## src/rtl/pcme_ram.sv

```systemverilog
// Generic single-port-write, single-port-read RAM with registered read data.
module pcme_ram #(
	parameter int WIDTH = 8,
	parameter int DEPTH = 16,
	localparam int AW = (DEPTH > 1) ? $clog2(DEPTH) : 1
) (
	input  logic             clk,
	input  logic             we,
	input  logic [AW-1:0]    waddr,
	input  logic [WIDTH-1:0] wdata,
	input  logic             re,
	input  logic [AW-1:0]    raddr,
	output logic [WIDTH-1:0] rdata
);

	logic [WIDTH-1:0] mem [DEPTH];

	// Write port and registered read port.
	always_ff @(posedge clk) begin
		if (we) begin
			mem[waddr] <= wdata;
		end
		if (re) begin
			rdata <= mem[raddr];
		end
	end

endmodule

```

## config.mk

```make
export PLATFORM = sky130hd
export DESIGN_NAME = pcme_ram
export DESIGN_NICKNAME = d
export VERILOG_FILES = /design/src/rtl/pcme_ram.sv
export SDC_FILE = /design/constraint.sdc
export NUM_CORES = 1
export LEC_CHECK = 0
export BUFFER_PORTS_ARGS = -buffer_cell sky130_fd_sc_hd__buf_2
export CAP_MARGIN = 40
export CORE_ASPECT_RATIO = 0.8
export CORE_MARGIN = 2
export CORE_UTILIZATION = 40
export DETAILED_ROUTE_END_ITERATION = 10
export PLACE_DENSITY = 0.66
export SKIP_CTS_REPAIR_TIMING = 1
export SYNTH_ARGS = -nofsm -noshare
export SYNTH_HDL_FRONTEND = slang
export SYNTH_SLANG_ARGS = --single-unit
```

## constraint.sdc

```tcl
create_clock -name clk -period 2.3 [get_ports clk]
set_clock_uncertainty 0.15 [all_clocks]
set_input_delay 0.46 -clock clk [delete_from_list [all_inputs] [get_ports clk]]
set_output_delay 0.46 -clock clk [all_outputs]
set_load 0.01 [all_outputs]
```

==> flow_metrics.tcl <==
set metrics [dict create \
    status "complete, no violations" \
    synth_warnings 0 \
    cts_buffer_depth 2 \
    grt_pass1_vias 2572 \
    fp.dieArea_sq_um 14000 \
    path_delay_family "multiplexers" \
    fillCellCount 1026 \
    timing.slew.headroom_pct 68.9 \
    io_buffers 26 \
    wl_mm 10.1 \
    setup_viol 0 \
    swShare_pct 20.0 \
    cts_tree "yes" \
    pre_cts_ws_ps 130 \
    crit_path_top_delay_cell "mux4_1" \
    path_clk_slew_ps 50 \
    initial_core_util_pct 40.8 \
    synth_cell_types 18 \
    final_core_util_pct 48.8 \
    fin_ws_ps 583 \
    grt_max_degree 29 \
    ios 27 \
    syn_nets 248 \
    vdd_drop_max_v 0.000484 \
    gr-total-overflow 0 \
    r2r_setup_slack_ps 680 \
    hp-class "input pin to flop" \
    slew_viol_final 0 \
    grt_pass1_wl_mm 15.2 \
    rows 37 \
    syn_area_per_cell_sq_um 22.8 \
    core_sq_um 12800 \
    antenna_found_initial 0 \
    sequentialPowerShare_pct 50.1 \
    power.switching_mw 1.12 \
    nets 305 \
    drive_gt1_share_pct 32.2 \
    intPower_mw 4.49 \
    drt_iter0_markers 238 \
    end_kind "flop" \
    drcViolationCount 0 \
    min_period_over_period_pct 74.6 \
    cts_max_level 4 \
    combPwrFrac_pct 4.7 \
    rsz0062_at_grt "no" \
    post-dp-hpwl_mm 6.52 \
    cts_buffers 17 \
    regToRegEndpoint "rdata[2]" \
    critical_path.startpoint "raddr[0]" \
    die_h_um 106 \
    fmax_ghz 0.582 \
    grtUsageTotal_pct 15.6 \
    cts.sinks 136 \
    rr_startpoint "mem[2][2]" \
    synthToLayoutAreaGrowth_pct 19.6 \
    rr_worst_depth 3 \
    syn-instance-count 229 \
    start_kind "input pin" \
    place_inst 442 \
    p_leak_nw 2.12 \
    worstSetupPathType "input pin to flop" \
    dr.pass1.iters 5 \
    crit_cells 5 \
    cp_cell_sequence "buf_2, buf_12, mux4_1, a22oi_1, nand2_1" \
    dieWidth_um 132 \
    fin_tns_setup_ps 0 \
    tightestPinTransition_ps 465 \
    syn-cell-area_sq_um 5230 \
    powerDensity_nw_per_um2 897 \
    ys_seq_elements 136 \
    ant_nets 0 \
    wl_per_cell_um 21.4 \
    stdcell_count 473 \
    hold_viol 0 \
    power_frac_clock_pct 45.2 \
    via_count 2502 \
    avgViaCountPerCell 5.29 \
    cp.arrival_ps 1720 \
    fin_crit_ps 1720 \
    power_mw 5.61 \
    path_buf_inv 2 \
    worstPathRequired_ps 2300 \
    cts-root-buf "clkbuf_16" \
    crit_path_end "rdata[4]" \
    critPathMaxStageDelay_ps 580 \
    crit_path_max_fanout 18 \
    gp_congestion 0.744 \
    num_antenna_cells 0 \
    clock_latency_ps 410 \
    ys_seq_area_share_pct 78.1 \
    cap_violations 0 \
]
==> power by group through the flow <==
stage | clock network (mW) | logic (mW) | registers [mW]
6_report | 2.53 | 0.264 | 2.81
5_1_grt | 2.71 | 0.286 | 2.81
2_1_floorplan | 0 | 0.141 | 2.86
3_3_place_gp | 0 | 0.261 | 2.86
3_5_place_dp | 0 | 0.269 | 2.86
4_1_cts | 2.58 | 0.270 | 2.81
==> layout by cell type (no fill, tap or decap), drive strengths merged, types with 2 or more instances in the layout <==
master	n
edfxtp	136
buf	48
mux4	32
clkbuf	18
a22oi	16
nor2	13
nand2	9
clkinv	9
nor3	4
nand3b	2
nand2b	2
bufinv	2
==> state kept, by name, indices dropped and copies added (netlist names) <==
name and cells:
rdata 8, mem 128
==> kinds of logic after synthesis <==
kind of cell / Yosys count / share of synthesized area [%]
compound gates: 16 / 2.30
buf+inv: 10 / 1.65
simple gates: 35 / 3.14
flops: 136 / 78.1
mux: 32 / 14.8
==> worst min path at each step <==
stage               cells after the start       start  slack, ps        end
floorplan                               0    wdata[0]        410  mem[0][0]
global placement                        3  mem[14][7]        580   rdata[7]
detailed placement                      3  mem[14][7]        590   rdata[7]
CTS                                     1          re        270   rdata[2]
global route                            1          re        260   rdata[2]
finish                                  1          re        280   rdata[1]
==> per-stage QoR <==
| stage | hold slack [ps] | cell area [sq um] |
|---|---|---|
| floorplan | 409 | 5230 |
| global placement | 581 | 5690 |
| detailed placement | 590 | 5690 |
| CTS | 265 | 6250 |
| global route | 263 | 6250 |
| finish | 277 | 6250 |
==> cell usage after synthesis (all sizes together) <==
cell	number	area, sq um
and2b	1	7.51
mux4	32	773
buf	7	56.3
nor2	13	48.8
clkdlybuf4s25	3	30.0
or3b	1	8.76
nor2b	1	6.26
a22oi	16	120
edfxtp	136	4080
nand2b	2	12.5
nor3	4	20.0
nand3b	2	15.0
nand2	9	33.8
nand3	1	5.00
and2	1	6.26
==> worst reg2reg max path, stage by stage (launching register included) <==
cell and delay, ps:
edfxtp_1 370, mux4_1 490, a22oi_1 270, nand2_1 90
==> area by class of cell <==
cell class | instances | area (sq um) | share of cell area, %
repair buffers | 48 | 333 | 5.32
multi-input cells | 83 | 1060 | 16.9
clock buffers | 18 | 429 | 6.86
clock inverters | 13 | 131 | 2.10
flip-flops and latches | 136 | 4080 | 65.3
well taps | 175 | 219 | 3.50
==> layer usage <==
layer / global-route usage, % / vias up / routed length, um
met1: 20.7 / 1307 / 4210
met2: 24.6 / 89 / 5020
met4: 6.52 / 0 / 130
met5: 0 / - / 0
met3: 4.43 / 11 / 754
li1: - / 1095 / -
Power figures use the tool's default switching activity.
